<file path="src/rtl/clock_offset_estimator_unit_assert.svh">
// Assertion macros for the clock offset estimator.
// Expects clk and rst_n in the scope where the macros are used.
`ifndef CLOCK_OFFSET_ESTIMATOR_UNIT_ASSERT_SVH
`define CLOCK_OFFSET_ESTIMATOR_UNIT_ASSERT_SVH

// same-cycle implication
`define COE_ASSERT_NOW(label, cond, expr) \
  label: assert property (@(posedge clk) disable iff (!rst_n) (cond) |-> (expr)) \
    else $error("coe: same-cycle check failed");

// next-cycle implication
`define COE_ASSERT_NEXT(label, cond, expr) \
  label: assert property (@(posedge clk) disable iff (!rst_n) (cond) |=> (expr)) \
    else $error("coe: next-cycle check failed");

`endif

</file>
<file path="src/rtl/coe_pkg.sv">
// Shared constants, command/status types and saturation helpers
// for the clock offset estimator. No dependencies.
package coe_pkg;

  localparam int TS_W      = 63;
  localparam int VAL_W     = 64;
  localparam int APPLIED_W = 48;
  localparam int CNT_OUT_W = 32;
  localparam int RATE_W    = 10;
  localparam int CFG_W     = 17;
  localparam int OUT_FRAC  = 16;

  localparam int DEF_WEIGHT_FRAC_BITS = 16;
  localparam int DEF_COUNT_BITS       = 32;
  localparam int DEF_SYNC_AFTER       = 3;

  localparam logic [CFG_W-1:0] WEIGHT_RESET = 17'd6554;
  localparam int RATE_SCALE = 1000;
  localparam int RATE_STEPS = RATE_W;

  localparam logic [VAL_W-1:0] VAL_MAX = {1'b0, {(VAL_W-1){1'b1}}};
  localparam logic [VAL_W-1:0] VAL_MIN = {1'b1, {(VAL_W-1){1'b0}}};

  typedef struct packed {
    logic capture;
    logic diff;
    logic raw;
    logic mul_step;
    logic load_b;
    logic fin;
    logic load_out;
  } coe_cmd_t;

  typedef struct packed {
    logic op_timeout;
    logic seed;
    logic div_done;
  } coe_sts_t;

  function automatic logic [VAL_W-1:0] sat65(input logic [VAL_W:0] v);
    logic [VAL_W-1:0] r;
    if (v[VAL_W] == v[VAL_W-1]) r = v[VAL_W-1:0];
    else if (v[VAL_W]) r = VAL_MIN;
    else r = VAL_MAX;
    return r;
  endfunction

  // v * 2^OUT_FRAC, saturated
  function automatic logic [VAL_W-1:0] scale_sat(input logic [VAL_W-1:0] v);
    logic [VAL_W-1:0] r;
    logic [OUT_FRAC:0] top;
    top = v[VAL_W-1:VAL_W-1-OUT_FRAC];
    if ((&top) || !(|top)) r = {v[VAL_W-1-OUT_FRAC:0], {OUT_FRAC{1'b0}}};
    else if (v[VAL_W-1]) r = VAL_MIN;
    else r = VAL_MAX;
    return r;
  endfunction

endpackage

</file>
<file path="src/rtl/coe_ifs.sv">
// Channel interfaces: input item, result item and weight register write.
// Depends on coe_pkg for field widths.
interface coe_in_if;
  logic                      valid;
  logic                      ready;
  logic                      operation;
  logic [coe_pkg::TS_W-1:0]  local_send_time;
  logic [coe_pkg::TS_W-1:0]  master_recv_time;
  logic [coe_pkg::TS_W-1:0]  master_send_time;
  logic [coe_pkg::TS_W-1:0]  local_recv_time;
  modport source (output valid, operation, local_send_time, master_recv_time,
                  master_send_time, local_recv_time, input ready);
  modport sink (input valid, operation, local_send_time, master_recv_time,
                master_send_time, local_recv_time, output ready);
endinterface

interface coe_out_if;
  logic                                valid;
  logic                                ready;
  logic signed [coe_pkg::VAL_W-1:0]     raw_offset;
  logic signed [coe_pkg::VAL_W-1:0]     round_trip;
  logic signed [coe_pkg::APPLIED_W-1:0] applied_offset;
  logic [coe_pkg::CNT_OUT_W-1:0]        success_total;
  logic [coe_pkg::CNT_OUT_W-1:0]        failure_total;
  logic [coe_pkg::RATE_W-1:0]           success_rate_tenths;
  logic                                in_sync;
  logic                                sync_changed;
  modport source (output valid, raw_offset, round_trip, applied_offset, success_total,
                  failure_total, success_rate_tenths, in_sync, sync_changed,
                  input ready);
  modport sink (input valid, raw_offset, round_trip, applied_offset, success_total,
                failure_total, success_rate_tenths, in_sync, sync_changed,
                output ready);
endinterface

interface coe_cfg_if;
  logic                       valid;
  logic                       ready;
  logic [coe_pkg::CFG_W-1:0]  smoothing_weight;
  modport source (output valid, smoothing_weight, input ready);
  modport sink (input valid, smoothing_weight, output ready);
endinterface

</file>
<file path="src/rtl/coe_ctrl.sv">
// Sequencer for the clock offset estimator: steps the datapath through
// offset, EMA multiply and result load. Depends on coe_pkg.
module coe_ctrl #(
  parameter int WEIGHT_FRAC_BITS = coe_pkg::DEF_WEIGHT_FRAC_BITS
) (
  input  logic              clk,
  input  logic              rst_n,
  input  logic              in_valid,
  output logic              in_ready,
  input  logic              out_ready,
  output logic              out_valid,
  output coe_pkg::coe_cmd_t cmd,
  input  coe_pkg::coe_sts_t sts
);

  localparam int STEP_W = $clog2(WEIGHT_FRAC_BITS + 1);
  localparam logic [STEP_W-1:0] STEP_LAST = STEP_W'(WEIGHT_FRAC_BITS);

  localparam logic [2:0] S_IDLE   = 3'd0;
  localparam logic [2:0] S_DIFF   = 3'd1;
  localparam logic [2:0] S_RAW    = 3'd2;
  localparam logic [2:0] S_MULA   = 3'd3;
  localparam logic [2:0] S_LOADB  = 3'd4;
  localparam logic [2:0] S_MULB   = 3'd5;
  localparam logic [2:0] S_FIN    = 3'd6;
  localparam logic [2:0] S_FINISH = 3'd7;

  logic [2:0]        state_r, state_nxt;
  logic [STEP_W-1:0] step_r, step_nxt;
  logic              out_valid_r, out_valid_nxt;
  logic              out_free;

  assign out_free  = !out_valid_r || out_ready;
  assign in_ready  = (state_r == S_IDLE);
  assign out_valid = out_valid_r;

  always_comb begin
    state_nxt = state_r;
    step_nxt  = step_r;
    cmd       = '0;
    case (state_r)
      S_IDLE: begin
        if (in_valid) begin
          cmd.capture = 1'b1;
          state_nxt   = S_DIFF;
        end
      end
      S_DIFF: begin
        cmd.diff  = 1'b1;
        state_nxt = S_RAW;
      end
      S_RAW: begin
        cmd.raw  = 1'b1;
        step_nxt = '0;
        if (sts.op_timeout || sts.seed) state_nxt = S_FINISH;
        else state_nxt = S_MULA;
      end
      S_MULA: begin
        cmd.mul_step = 1'b1;
        if (step_r == STEP_LAST) begin
          step_nxt  = '0;
          state_nxt = S_LOADB;
        end else begin
          step_nxt = step_r + 1'b1;
        end
      end
      S_LOADB: begin
        cmd.load_b = 1'b1;
        state_nxt  = S_MULB;
      end
      S_MULB: begin
        cmd.mul_step = 1'b1;
        if (step_r == STEP_LAST) begin
          step_nxt  = '0;
          state_nxt = S_FIN;
        end else begin
          step_nxt = step_r + 1'b1;
        end
      end
      S_FIN: begin
        cmd.fin   = 1'b1;
        state_nxt = S_FINISH;
      end
      S_FINISH: begin
        if (sts.div_done && out_free) begin
          cmd.load_out = 1'b1;
          state_nxt    = S_IDLE;
        end
      end
      default: state_nxt = S_IDLE;
    endcase
  end

  always_comb begin
    if (cmd.load_out) out_valid_nxt = 1'b1;
    else if (out_ready) out_valid_nxt = 1'b0;
    else out_valid_nxt = out_valid_r;
  end

  always_ff @(posedge clk) begin
    if (!rst_n) begin
      state_r     <= S_IDLE;
      step_r      <= '0;
      out_valid_r <= 1'b0;
    end else begin
      state_r     <= state_nxt;
      step_r      <= step_nxt;
      out_valid_r <= out_valid_nxt;
    end
  end

endmodule

</file>
<file path="src/rtl/coe_dpath.sv">
// Datapath of the clock offset estimator: timestamp differences, offset,
// bit-serial EMA multiply-accumulate, restoring rate divider, counters.
// Depends on coe_pkg.
module coe_dpath #(
  parameter int WEIGHT_FRAC_BITS = coe_pkg::DEF_WEIGHT_FRAC_BITS,
  parameter int COUNT_BITS       = coe_pkg::DEF_COUNT_BITS,
  parameter int SYNC_AFTER       = coe_pkg::DEF_SYNC_AFTER
) (
  input  logic                                 clk,
  input  logic                                 rst_n,
  input  coe_pkg::coe_cmd_t                    cmd,
  output coe_pkg::coe_sts_t                    sts,
  input  logic                                 cfg_valid,
  input  logic [coe_pkg::CFG_W-1:0]            cfg_weight,
  input  logic                                 operation,
  input  logic [coe_pkg::TS_W-1:0]             local_send_time,
  input  logic [coe_pkg::TS_W-1:0]             master_recv_time,
  input  logic [coe_pkg::TS_W-1:0]             master_send_time,
  input  logic [coe_pkg::TS_W-1:0]             local_recv_time,
  output logic signed [coe_pkg::VAL_W-1:0]     raw_offset,
  output logic signed [coe_pkg::VAL_W-1:0]     round_trip,
  output logic signed [coe_pkg::APPLIED_W-1:0] applied_offset,
  output logic [coe_pkg::CNT_OUT_W-1:0]        success_total,
  output logic [coe_pkg::CNT_OUT_W-1:0]        failure_total,
  output logic [coe_pkg::RATE_W-1:0]           success_rate_tenths,
  output logic                                 in_sync,
  output logic                                 sync_changed
);

  localparam int VW    = coe_pkg::VAL_W;
  localparam int F     = WEIGHT_FRAC_BITS;
  localparam int ACC_W = VW + 1 + F;
  localparam int CW    = (coe_pkg::CFG_W > F + 1) ? coe_pkg::CFG_W : F + 1;
  localparam int DW    = COUNT_BITS + coe_pkg::RATE_W;
  localparam int DC_W  = $clog2(coe_pkg::RATE_STEPS + 1);
  localparam int RW    = coe_pkg::RATE_W;

  localparam logic [F:0]         WONE  = {1'b1, {F{1'b0}}};
  localparam logic [ACC_W-1:0]   ROUND = {{(ACC_W-F){1'b0}}, 1'b1, {(F-1){1'b0}}};
  localparam logic [COUNT_BITS-1:0] CNT_MAX = {COUNT_BITS{1'b1}};
  localparam logic [COUNT_BITS-1:0] CNT_ONE = COUNT_BITS'(1);
  localparam logic [COUNT_BITS-1:0] SYNC_CNT = COUNT_BITS'(SYNC_AFTER);
  localparam logic [DW-1:0]      SCALE = DW'(coe_pkg::RATE_SCALE);
  localparam logic [DC_W-1:0]    DIV_STEPS = DC_W'(coe_pkg::RATE_STEPS);
  localparam logic [VW-1:0]      APPLY_BIAS = VW'({coe_pkg::OUT_FRAC{1'b1}});

  // architectural state
  logic [VW-1:0]         smooth_r;
  logic [COUNT_BITS-1:0] succ_r, fail_r;
  logic                  sync_r;
  logic [coe_pkg::CFG_W-1:0] weight_r;
  logic [DC_W-1:0]       div_cnt_r;

  // working registers
  logic                  op_r, changed_r;
  logic [VW-1:0]         rtt_r, d21_r, d32_r, raw_r, oq_r;
  logic [VW:0]           diff_r;
  logic signed [ACC_W-1:0] acc_r, mcand_r;
  logic [F:0]            mplier_r;
  logic [DW-1:0]         rem_r, dv_r;
  logic [RW-1:0]         q_r;

  logic signed [VW:0]    diff_s, diff_half;
  logic [VW:0]           raw_sum;
  logic [VW-1:0]         raw_nxt, oq_nxt;
  logic [CW-1:0]         w_ext, w_cl;
  logic [F:0]            w_c;
  logic signed [ACC_W-1:0] acc_sh;
  logic [DW:0]           trial;
  logic [COUNT_BITS:0]   total;
  logic                  newflag;
  logic [VW-1:0]         apply_sum;

  assign diff_s    = diff_r;
  assign diff_half = diff_s >>> 1;
  // arithmetic halving floors: a negative odd difference is corrected up by one
  assign raw_sum   = {d21_r[VW-1], d21_r} + diff_half
                     + {{VW{1'b0}}, diff_r[VW] & diff_r[0]};
  assign raw_nxt   = coe_pkg::sat65(raw_sum);
  assign oq_nxt    = coe_pkg::scale_sat(raw_nxt);

  assign w_ext = CW'(weight_r);
  assign w_cl  = (w_ext > CW'(WONE)) ? CW'(WONE) : w_ext;
  assign w_c   = w_cl[F:0];

  assign acc_sh  = acc_r >>> F;
  assign trial   = {1'b0, rem_r} - {1'b0, dv_r};
  assign total   = {1'b0, succ_r} + {1'b0, fail_r};
  assign newflag = (succ_r >= SYNC_CNT);
  assign apply_sum = smooth_r + (smooth_r[VW-1] ? APPLY_BIAS : '0);

  assign sts.op_timeout = op_r;
  assign sts.seed       = (succ_r == CNT_ONE);
  assign sts.div_done   = (div_cnt_r == '0);

  always_ff @(posedge clk) begin
    if (!rst_n) begin
      smooth_r  <= '0;
      succ_r    <= '0;
      fail_r    <= '0;
      sync_r    <= 1'b0;
      weight_r  <= coe_pkg::WEIGHT_RESET;
      div_cnt_r <= '0;
    end else begin
      if (cfg_valid) weight_r <= cfg_weight;
      if (cmd.diff) begin
        if (op_r) begin
          if (fail_r != CNT_MAX) fail_r <= fail_r + 1'b1;
        end else begin
          if (succ_r != CNT_MAX) succ_r <= succ_r + 1'b1;
        end
      end
      if (cmd.raw) begin
        div_cnt_r <= DIV_STEPS;
        if (!op_r) begin
          sync_r <= newflag;
          if (sts.seed) smooth_r <= oq_nxt;
        end
      end else if (div_cnt_r != '0) begin
        div_cnt_r <= div_cnt_r - 1'b1;
      end
      if (cmd.fin) smooth_r <= coe_pkg::sat65(acc_sh[VW:0]);
    end
  end

  always_ff @(posedge clk) begin
    if (cmd.capture) begin
      op_r  <= operation;
      rtt_r <= {1'b0, local_recv_time} - {1'b0, local_send_time};
      d21_r <= {1'b0, master_recv_time} - {1'b0, local_send_time};
      d32_r <= {1'b0, master_send_time} - {1'b0, master_recv_time};
    end
    if (cmd.diff) diff_r <= {rtt_r[VW-1], rtt_r} - {d32_r[VW-1], d32_r};
    if (cmd.raw) begin
      raw_r     <= raw_nxt;
      oq_r      <= oq_nxt;
      changed_r <= !op_r && (newflag != sync_r);
      mcand_r   <= {{(ACC_W-VW){smooth_r[VW-1]}}, smooth_r};
      mplier_r  <= WONE - w_c;
      acc_r     <= ROUND;
      rem_r     <= DW'(succ_r) * SCALE;
      dv_r      <= {total, {(RW-1){1'b0}}};
      q_r       <= '0;
    end else if (div_cnt_r != '0) begin
      if (!trial[DW]) rem_r <= trial[DW-1:0];
      q_r  <= {q_r[RW-2:0], !trial[DW]};
      dv_r <= dv_r >> 1;
    end
    if (cmd.mul_step) begin
      if (mplier_r[0]) acc_r <= acc_r + mcand_r;
      mcand_r  <= mcand_r <<< 1;
      mplier_r <= mplier_r >> 1;
    end
    if (cmd.load_b) begin
      mcand_r  <= {{(ACC_W-VW){oq_r[VW-1]}}, oq_r};
      mplier_r <= w_c;
    end
    if (cmd.load_out) begin
      raw_offset          <= op_r ? '0 : raw_r;
      round_trip          <= op_r ? '0 : rtt_r;
      applied_offset      <= apply_sum[VW-1:coe_pkg::OUT_FRAC];
      success_total       <= coe_pkg::CNT_OUT_W'(succ_r);
      failure_total       <= coe_pkg::CNT_OUT_W'(fail_r);
      success_rate_tenths <= q_r;
      in_sync             <= sync_r;
      sync_changed        <= changed_r;
    end
  end

endmodule

</file>
<file path="src/rtl/clock_offset_estimator_unit.sv">
// Top level of the clock offset estimator: controller plus datapath.
// Depends on coe_pkg, coe_ifs, coe_ctrl, coe_dpath and the assertion header.
//
// One item at a time. For a completed exchange the time from acceptance to
// result is set by the bit-serial EMA multiply-accumulate, which runs one
// pass over the weight bits for the held value and one for the new offset.
// A timeout, and the first success that seeds the average, wait instead on
// the 10-step restoring divider for the success rate. The result waits in
// an output register, so the next item is taken while it is still unread;
// a new result is held back only while the previous one is still pending.
// The weight register may be written at any time the block is idle.
`include "clock_offset_estimator_unit_assert.svh"

module clock_offset_estimator_unit #(
  parameter int WEIGHT_FRAC_BITS = coe_pkg::DEF_WEIGHT_FRAC_BITS,
  parameter int COUNT_BITS       = coe_pkg::DEF_COUNT_BITS,
  parameter int SYNC_AFTER       = coe_pkg::DEF_SYNC_AFTER
) (
  input logic      clk,
  input logic      rst_n,
  coe_in_if.sink   in_chan,
  coe_out_if.source out_chan,
  coe_cfg_if.sink  cfg_chan
);

  localparam logic [coe_pkg::CNT_OUT_W-1:0] SYNC_TOTAL = coe_pkg::CNT_OUT_W'(SYNC_AFTER);

  coe_pkg::coe_cmd_t cmd;
  coe_pkg::coe_sts_t sts;
  logic              sync_expected;

  assign cfg_chan.ready = 1'b1;
  assign sync_expected  = (out_chan.success_total >= SYNC_TOTAL);

  coe_ctrl #(
    .WEIGHT_FRAC_BITS(WEIGHT_FRAC_BITS)
  ) u_ctrl (
    .clk       (clk),
    .rst_n     (rst_n),
    .in_valid  (in_chan.valid),
    .in_ready  (in_chan.ready),
    .out_ready (out_chan.ready),
    .out_valid (out_chan.valid),
    .cmd       (cmd),
    .sts       (sts)
  );

  coe_dpath #(
    .WEIGHT_FRAC_BITS(WEIGHT_FRAC_BITS),
    .COUNT_BITS      (COUNT_BITS),
    .SYNC_AFTER      (SYNC_AFTER)
  ) u_dpath (
    .clk                 (clk),
    .rst_n               (rst_n),
    .cmd                 (cmd),
    .sts                 (sts),
    .cfg_valid           (cfg_chan.valid),
    .cfg_weight          (cfg_chan.smoothing_weight),
    .operation           (in_chan.operation),
    .local_send_time     (in_chan.local_send_time),
    .master_recv_time    (in_chan.master_recv_time),
    .master_send_time    (in_chan.master_send_time),
    .local_recv_time     (in_chan.local_recv_time),
    .raw_offset          (out_chan.raw_offset),
    .round_trip          (out_chan.round_trip),
    .applied_offset      (out_chan.applied_offset),
    .success_total       (out_chan.success_total),
    .failure_total       (out_chan.failure_total),
    .success_rate_tenths (out_chan.success_rate_tenths),
    .in_sync             (out_chan.in_sync),
    .sync_changed        (out_chan.sync_changed)
  );

  `COE_ASSERT_NEXT(a_busy_after_accept, in_chan.valid && in_chan.ready, !in_chan.ready)
  `COE_ASSERT_NOW(a_rate_range, out_chan.valid, out_chan.success_rate_tenths <= 10'd1000)
  `COE_ASSERT_NOW(a_sync_matches_count, out_chan.valid, out_chan.in_sync == sync_expected)
  `COE_ASSERT_NOW(a_change_rises_only, out_chan.valid && out_chan.sync_changed, out_chan.in_sync)

endmodule
</file>
<file path="src/flat_wrapper.sv">
// flat-port wrapper written by rule: the top's interface ports become plain ports
module clock_offset_estimator_unit_flat 
#(
  parameter int WEIGHT_FRAC_BITS = coe_pkg::DEF_WEIGHT_FRAC_BITS,
  parameter int COUNT_BITS       = coe_pkg::DEF_COUNT_BITS,
  parameter int SYNC_AFTER       = coe_pkg::DEF_SYNC_AFTER
)
  (clk, rst_n, in_chan_valid, in_chan_operation, in_chan_local_send_time, in_chan_master_recv_time, in_chan_master_send_time, in_chan_local_recv_time, in_chan_ready, out_chan_valid, out_chan_raw_offset, out_chan_round_trip, out_chan_applied_offset, out_chan_success_total, out_chan_failure_total, out_chan_success_rate_tenths, out_chan_in_sync, out_chan_sync_changed, out_chan_ready, cfg_chan_valid, cfg_chan_smoothing_weight, cfg_chan_ready);
  coe_in_if in_chan_i ();
  coe_out_if out_chan_i ();
  coe_cfg_if cfg_chan_i ();
  input logic clk;
  input logic rst_n;
  input wire logic [$bits(in_chan_i.valid)-1:0] in_chan_valid;
  input wire logic [$bits(in_chan_i.operation)-1:0] in_chan_operation;
  input wire logic [$bits(in_chan_i.local_send_time)-1:0] in_chan_local_send_time;
  input wire logic [$bits(in_chan_i.master_recv_time)-1:0] in_chan_master_recv_time;
  input wire logic [$bits(in_chan_i.master_send_time)-1:0] in_chan_master_send_time;
  input wire logic [$bits(in_chan_i.local_recv_time)-1:0] in_chan_local_recv_time;
  output wire logic [$bits(in_chan_i.ready)-1:0] in_chan_ready;
  output wire logic [$bits(out_chan_i.valid)-1:0] out_chan_valid;
  output wire logic [$bits(out_chan_i.raw_offset)-1:0] out_chan_raw_offset;
  output wire logic [$bits(out_chan_i.round_trip)-1:0] out_chan_round_trip;
  output wire logic [$bits(out_chan_i.applied_offset)-1:0] out_chan_applied_offset;
  output wire logic [$bits(out_chan_i.success_total)-1:0] out_chan_success_total;
  output wire logic [$bits(out_chan_i.failure_total)-1:0] out_chan_failure_total;
  output wire logic [$bits(out_chan_i.success_rate_tenths)-1:0] out_chan_success_rate_tenths;
  output wire logic [$bits(out_chan_i.in_sync)-1:0] out_chan_in_sync;
  output wire logic [$bits(out_chan_i.sync_changed)-1:0] out_chan_sync_changed;
  input wire logic [$bits(out_chan_i.ready)-1:0] out_chan_ready;
  input wire logic [$bits(cfg_chan_i.valid)-1:0] cfg_chan_valid;
  input wire logic [$bits(cfg_chan_i.smoothing_weight)-1:0] cfg_chan_smoothing_weight;
  output wire logic [$bits(cfg_chan_i.ready)-1:0] cfg_chan_ready;
  assign in_chan_i.valid = in_chan_valid;
  assign in_chan_i.operation = in_chan_operation;
  assign in_chan_i.local_send_time = in_chan_local_send_time;
  assign in_chan_i.master_recv_time = in_chan_master_recv_time;
  assign in_chan_i.master_send_time = in_chan_master_send_time;
  assign in_chan_i.local_recv_time = in_chan_local_recv_time;
  assign in_chan_ready = in_chan_i.ready;
  assign out_chan_valid = out_chan_i.valid;
  assign out_chan_raw_offset = out_chan_i.raw_offset;
  assign out_chan_round_trip = out_chan_i.round_trip;
  assign out_chan_applied_offset = out_chan_i.applied_offset;
  assign out_chan_success_total = out_chan_i.success_total;
  assign out_chan_failure_total = out_chan_i.failure_total;
  assign out_chan_success_rate_tenths = out_chan_i.success_rate_tenths;
  assign out_chan_in_sync = out_chan_i.in_sync;
  assign out_chan_sync_changed = out_chan_i.sync_changed;
  assign out_chan_i.ready = out_chan_ready;
  assign cfg_chan_i.valid = cfg_chan_valid;
  assign cfg_chan_i.smoothing_weight = cfg_chan_smoothing_weight;
  assign cfg_chan_ready = cfg_chan_i.ready;
  clock_offset_estimator_unit #(.WEIGHT_FRAC_BITS(WEIGHT_FRAC_BITS), .COUNT_BITS(COUNT_BITS), .SYNC_AFTER(SYNC_AFTER)) u_core (.clk(clk), .rst_n(rst_n), .in_chan(in_chan_i), .out_chan(out_chan_i), .cfg_chan(cfg_chan_i));
endmodule
</file>
<file path="config.mk">
export PLATFORM = sky130hd
export DESIGN_NAME = clock_offset_estimator_unit_flat
export DESIGN_NICKNAME = d
export VERILOG_FILES = /design/src/rtl/coe_pkg.sv /design/src/rtl/coe_ifs.sv /design/src/rtl/coe_ctrl.sv /design/src/rtl/coe_dpath.sv /design/src/rtl/clock_offset_estimator_unit.sv /design/src/flat_wrapper.sv
export VERILOG_INCLUDE_DIRS = /design/src /design/src/rtl
export SDC_FILE = /design/constraint.sdc
export NUM_CORES = 2
export LEC_CHECK = 0
export BUFFER_PORTS_ARGS = -buffer_cell sky130_fd_sc_hd__buf_2
export CAP_MARGIN = 30
export CORE_ASPECT_RATIO = 1.25
export CORE_UTILIZATION = 45
export DETAILED_ROUTE_END_ITERATION = 6
export PLACE_DENSITY = 0.62
export SKIP_CTS_REPAIR_TIMING = 1
export SLEW_MARGIN = 25
export SYNTH_ARGS = -nofsm -noshare
export SYNTH_HDL_FRONTEND = slang
export SYNTH_HIERARCHICAL = 1
export SYNTH_SLANG_ARGS = --single-unit
export TNS_END_PERCENT = 1
</file>
<file path="constraint.sdc">
create_clock -name clk -period 17.77 [get_ports clk]
set_input_delay 3.554 -clock clk [delete_from_list [all_inputs] [get_ports clk]]
set_output_delay 3.554 -clock clk [all_outputs]
set_load 0.02 [all_outputs]
</file>
-- Word-level counts from Yosys, hierarchy flattened
Index checks and enable logic that the tools add are counted.
- flip-flop bits (word level): 1071
- input bits: 275
- output and inout bits: 255
- word-level logic and storage cells: 152
- add/subtract/negate cells: 15
- multiply operators: 1
- magnitude comparators: 2
- equal/unequal tests: 20
- mux-type cells: 47
- bitwise logic cells: 4
- reduce and logical (&&, ||, !) cells: 29
- operators with widths (cell ; count):
    two-way mux 64 bit ; 10
    two-way mux 81 bit ; 6
    two-way mux 42 bit ; 5
    subtractor 63 x 63 -> 64 bit ; 3
    adder 81 bit ; 1
    two-way mux 17 bit ; 4
    adder 64 x 64 -> 65 bit ; 1
    adder 65 x 1 -> 65 bit ; 1
    subtractor 64 x 64 -> 65 bit ; 1
    adder 32 x 1 -> 32 bit (second input constant) ; 2
    adder 64 x 16 -> 64 bit ; 1
    inequality test 32 bit (second input constant) ; 2
    subtractor 42 x 42 -> 43 bit ; 1
    multiplier 32 x 7 -> 39 bit (second input constant) ; 1
    adder 32 x 32 -> 33 bit ; 1
    equality test 32 x 1 -> 1 bit (second input constant) ; 1
    >= comparator 32 x 2 -> 1 bit (second input constant) ; 1
    one-hot mux 3 bit (8 select lines) ; 1
    > comparator 17 bit (second input constant) ; 1
    AND reduction 17 bit ; 1
    OR reduction 17 bit ; 1
    subtractor 17 bit (first input constant) ; 1
    two-way mux 16 bit ; 1
    two-way mux 3 bit ; 5
    28 further kinds ; 65

-- Longest topological paths before layout
- depth in word-level cells: 12
- gate-level depth with buffers: 27
- depth with buffers taken out: 24

-- Cells and area by module
The synthesis kept the hierarchy.
- by module, submodules not included (module ; instances ; cells an instance ; area an instance (um^2) ; sequential area each (um^2)):
    coe_dpath ; 1 ; 7228 ; 70167.3 ; 28907.7
    coe_ctrl ; 1 ; 74 ; 615.6 ; 180.2
    clock_offset_estimator_unit ; 1 ; 2 ; 11.3 ; 0.0

-- Worst setup path before layout
No wires, ideal clock.
- path kind: register to register
- start point: register u_core.u_ctrl.state_r[0]
- end point: register u_core.u_dpath.mcand_r[0], enable pin
- setup time: 0.460 ns
- arrival: 8.782 ns
- required time: 17.310 ns
- slack: 8.529 ns
- stages on the path, launching flop included: 9
- path buffers: 3
- clock period less this slack: 9.241 ns
- path through: dfxtp_1 inv_1 ha_1 nor2b_1 clkbuf_1 inv_1 clkbuf_1 clkbuf_1 nand2_1
- RTL lines (element ; line ; source):
    start: declaration ; coe_ctrl.sv:28 ; logic [2:0] state_r, state_nxt;
    start signal: assignment ; coe_ctrl.sv:106 ; state_r <= state_nxt;
    end signal: assignment ; coe_dpath.sv:138 ; mcand_r <= {{(ACC_W-VW){smooth_r[VW-1]}}, smooth_r};
    end signal: assignment ; coe_dpath.sv:151 ; mcand_r <= mcand_r <<< 1;
    end signal: assignment ; coe_dpath.sv:155 ; mcand_r <= {{(ACC_W-VW){oq_r[VW-1]}}, oq_r};
    end: declaration ; coe_dpath.sv:58 ; logic signed [ACC_W-1:0] acc_r, mcand_r;

-- Final worst setup path
- start point: register u_core.u_dpath.d21_r[19]
- end point: register u_core.u_dpath.smooth_r[27]
- cells in the longest elaborated chain, start to end: 12
- elaborated cells between the ends (all ways): 15
- those cells by class: 2 x add/sub; 1 x eq/ne; 8 x mux; 4 x reduce/logical
- RTL lines (element ; line ; source):
    start: declaration ; coe_dpath.sv:56 ; logic [VW-1:0] rtt_r, d21_r, d32_r, raw_r, oq_r;
    start signal: assignment ; coe_dpath.sv:130 ; d21_r <= {1'b0, master_recv_time} - {1'b0, local_send_time};
    adder 64 x 64 -> 65 bit (*) ; coe_dpath.sv:77 ; assign raw_sum = {d21_r[VW-1], d21_r} + diff_half
    adder 65 x 1 -> 65 bit (*) ; coe_dpath.sv:78 ; + {{VW{1'b0}}, diff_r[VW] & diff_r[0]};
    two-way mux 64 bit / equality test 1 bit (equally long branches) ; coe_pkg.sv:43, coe_pkg.sv:42 ;
    two-way mux 64 bit (*) ; coe_pkg.sv:42 ; if (v[VAL_W] == v[VAL_W-1]) r = v[VAL_W-1:0];
    OR reduction 17 bit ; coe_pkg.sv:53 ; if ((&top) || !(|top)) r = {v[VAL_W-1-OUT_FRAC:0], {OUT_FRAC{1'b0}}};
    logical NOT 1 bit ; coe_pkg.sv:53 ;
    logical OR 1 bit ; coe_pkg.sv:53 ;
    two-way mux 64 bit (*) ; coe_pkg.sv:53 ;
    two-way mux 64 bit (*) ; coe_dpath.sv:117 ; if (sts.seed) smooth_r <= oq_nxt;
    two-way mux 64 bit (*) ; coe_dpath.sv:115 ; if (!op_r) begin
    two-way mux 64 bit (*) ; coe_dpath.sv:113 ; if (cmd.raw) begin
    two-way mux 64 bit (*) ; coe_dpath.sv:122 ; if (cmd.fin) smooth_r <= coe_pkg::sat65(acc_sh[VW:0]);
    end signal: assignment ; coe_dpath.sv:117 ;
    end signal: assignment ; coe_dpath.sv:122 ;
    end: declaration ; coe_dpath.sv:48 ; logic [VW-1:0] smooth_r;
Every way passes the cells marked *; elsewhere a longest branch is shown, timed or not. The select of a mux whose other input is x is not followed.
A chain may end at the register's enable or synchronous reset.

==> flow_summary.ini <==
[run_status]
outcome = finished, final reports clean

[drt]
drt_iter0_drc = 3698
viasPerCell = 5.74
postRouteAntennaNets = 0
drt_first_pass_iters = 6
wl_um = 215000
vias = 56700
drcViolationCount = 0
wire_per_inst_um = 21.7

[timing]
period_minus_slack_ns = 8.87
hold_viol_final = 0
relSlewSlack = 0.331
fin_tns_setup_ns = 0
rsz0062_at_grt = false
drv_slew = 0
fmax_mhz = 113
tightest_slew_ns = 0.978
skew_ns = 0.0499
post-route-period-util = 0.499
setup_violations = 0

[worst_setup_path]
crit_path_end_kind = flop
r2r-end = u_core/u_dpath/smooth_r[27]$_SDFFE_PN0P_
crit_family = compound AO/OA/AOI/OAI gates
cp.buffers_inverters = 4
r2r-start = u_core/u_dpath/d21_r[19]$_DFFE_PP_
path_class = reg2reg
required_ns = 18.35
crit_path_start = u_core/u_dpath/d21_r[19]$_DFFE_PP_
critPathMaxStageDelay_ns = 0.80
cp_max_fo = 63
r2r_setup_slack_ns = 8.90
critPathSlowestCell = a311oi_1
cp_num_cells = 26
arrival_ns = 9.45
ff2ff_path_depth = 26
start_kind = flop
critPathCapture = u_core/u_dpath/smooth_r[27]$_SDFFE_PN0P_

[final_layout]
mostFrequentLayoutCells = edfxtp_1, a21oi_1, ha_1
register_area_um2 = 29100
drive_gt1_frac = 0.111
multiInputGateArea_um2 = 38700
final_common_cell = edfxtp_1
layout.nets = 8746
fin_util = 0.510
area_growth_pct = 12.3
nFillCells = 14500

[pwr]
p_per_area_nw_per_um2 = 180
irDropWorstVdd_uv = 273
leakage_nw = 33.4

[synth]
synth_seq_area_share = 0.411
synth_mux_area_frac = 0.0104
ys_seq_elements = 1056
syn_area_per_cell_um2 = 9.69
synth_top_family_by_area = compound AO/OA/AOI/OAI gates
syn-num-nets = 8305
synth-compound-area-share = 0.181
ys_types = 105
netlist_area_um2 = 70800
yosys.area_share.simple = 0.142
synth-edff-count = 794
synth_xor_area_frac = 0.0695
synth_ff_type = edfxtp_1
async_flop_share = 0
synthAdderAreaFrac = 0.142
syn_inst = 7304
ys_warn_count = 6

[placement]
place.gp.congestion = 0.935
dp_hpwl_um = 165000
numPortBuffers = 528

[die]
start_util = 0.454
fp.coreArea_um2 = 156000
row_count = 162
io_pins = 530
die-area_um2 = 159000
die_h_um = 445
die_w_um = 357

[clock_network]
cts_buffers = 114
ctsRootBufferMaster = clkbuf_16
clock_latency_ns = 0.77
cts_tree = built
path_clk_slew_ns = 0.06
clockBufferDepth = 3
cts.sinks = 1056
ctsHtreeMaxLevel = 3

[run]
cap_violations = 0

[global_route]
grt_overflow = 0
grt_start_max_net_pins = 161
grt_usage = 0.264
grt_pass1_vias = 55800
antenna_found_initial = 6
grt_first_pass_wirelength_um = 324000

[min_path]
hold_path.class = reg2reg
through the flow:
stage	instances	total power, mW	setup WS, ns	hold WS [ns]	cell area [µm²]
CTS	9884	14.3	9.04	0.432	79400
finish	9893	14.3	8.90	0.431	79500
floorplan	7304	8.94	8.53	0.400	70800
global placement	9666	11.6	9.13	0.411	75400
global route	9893	15.1	8.47	0.437	79500
detailed placement	9671	11.7	9.11	0.413	75500
synthesized netlist by cell type, types with 38 or more instances:
library cell | count | area share
o21a_1 | 76 | 0.0081
xor2_1 | 205 | 0.025
dfxtp_1 | 262 | 0.074
a21o_1 | 316 | 0.034
a21oi_1 | 601 | 0.042
ha_1 | 599 | 0.11
nor3_1 | 78 | 0.0055
xnor2_1 | 357 | 0.044
o21ai_0 | 465 | 0.033
or3_1 | 69 | 0.0061
nand2b_1 | 78 | 0.0069
edfxtp_1 | 794 | 0.34
nand4_1 | 87 | 0.0077
clkbuf_1 | 217 | 0.012
mux2i_1 | 70 | 0.0099
and3_1 | 80 | 0.0071
fa_1 | 127 | 0.036
nand3_1 | 286 | 0.020
o31ai_1 | 38 | 0.0040
o22ai_1 | 39 | 0.0034
o21bai_1 | 79 | 0.0084
a211oi_1 | 58 | 0.0062
a31oi_1 | 85 | 0.0075
inv_1 | 536 | 0.028
nor2b_1 | 228 | 0.020
nand2_1 | 516 | 0.027
nor2_1 | 460 | 0.024
metal layers:
metal  part of all wire  vias to the layer above  global-route usage
li1                   -                    27300                   -
met1               0.41                    27400               0.318
met2               0.49                     1690               0.459
met3              0.061                      372              0.0442
met4              0.047                        2               0.120
met5           0.000061                        -                   0
layout make-up:
| type | instances | area share |
|---|---|---|
| multi-input cells | 5444 | 0.487 |
| flip-flops and latches | 1056 | 0.366 |
| repair buffers | 590 | 0.0407 |
| clock buffers | 134 | 0.0378 |
| well taps | 2050 | 0.0322 |
| inverters | 539 | 0.0256 |
| clock inverters | 79 | 0.0110 |
| diodes | 1 | 0.0000315 |
cells by family (layout without fill, tap and decap cells):
family | Yosys count | count (layout)
AOI/OAI and AO/OA | 2037 | 2037
xor gates and xnor gates | 562 | 562
adders and majority gates | 726 | 726
buffers and inverters | 804 | 1342
DFF | 1056 | 1056
muxes | 73 | 73
other | 1 | 2
and+or+nand+nor | 2045 | 2045
power breakdown:
group | internal, mW | switching, mW | total, mW
Combinational | 2.46 | 5.20 | 7.66
Clock | 1.42 | 1.08 | 2.51
Sequential | 3.80 | 0.316 | 4.11
worst min-delay path by stage:
stage / startpoint / end / depth (start not counted) / slack (ns)
final: u_core/u_dpath/changed_r$_DFFE_PP_ / u_core/u_dpath/sync_changed$_DFFE_PP_ / 0 / 0.43
after global routing: u_core/u_dpath/changed_r$_DFFE_PP_ / u_core/u_dpath/sync_changed$_DFFE_PP_ / 0 / 0.44
after CTS: u_core/u_dpath/changed_r$_DFFE_PP_ / u_core/u_dpath/sync_changed$_DFFE_PP_ / 0 / 0.43
after detailed placement: u_core/u_dpath/changed_r$_DFFE_PP_ / u_core/u_dpath/sync_changed$_DFFE_PP_ / 0 / 0.41
after global placement: u_core/u_dpath/changed_r$_DFFE_PP_ / u_core/u_dpath/sync_changed$_DFFE_PP_ / 0 / 0.41
after floorplan: u_core/u_dpath/changed_r$_DFFE_PP_ / u_core/u_dpath/sync_changed$_DFFE_PP_ / 0 / 0.40
flip-flops by register name, summed over array words and instances (netlist names), 32 cells and up:
name / count
u_core/u_dpath/round_trip: 64
u_core/u_dpath/diff_r: 65
u_core/u_dpath/smooth_r: 64
u_core/u_dpath/fail_r: 32
u_core/u_dpath/acc_r: 81
u_core/u_dpath/rtt_r: 64
u_core/u_dpath/dv_r: 42
u_core/u_dpath/applied_offset: 48
u_core/u_dpath/rem_r: 42
u_core/u_dpath/failure_total: 32
u_core/u_dpath/raw_r: 64
u_core/u_dpath/success_total: 32
u_core/u_dpath/oq_r: 49
u_core/u_dpath/mcand_r: 81
u_core/u_dpath/succ_r: 32
u_core/u_dpath/d32_r: 64
u_core/u_dpath/raw_offset: 64
u_core/u_dpath/d21_r: 64
Note: power is estimated with default switching activity, not from simulation.
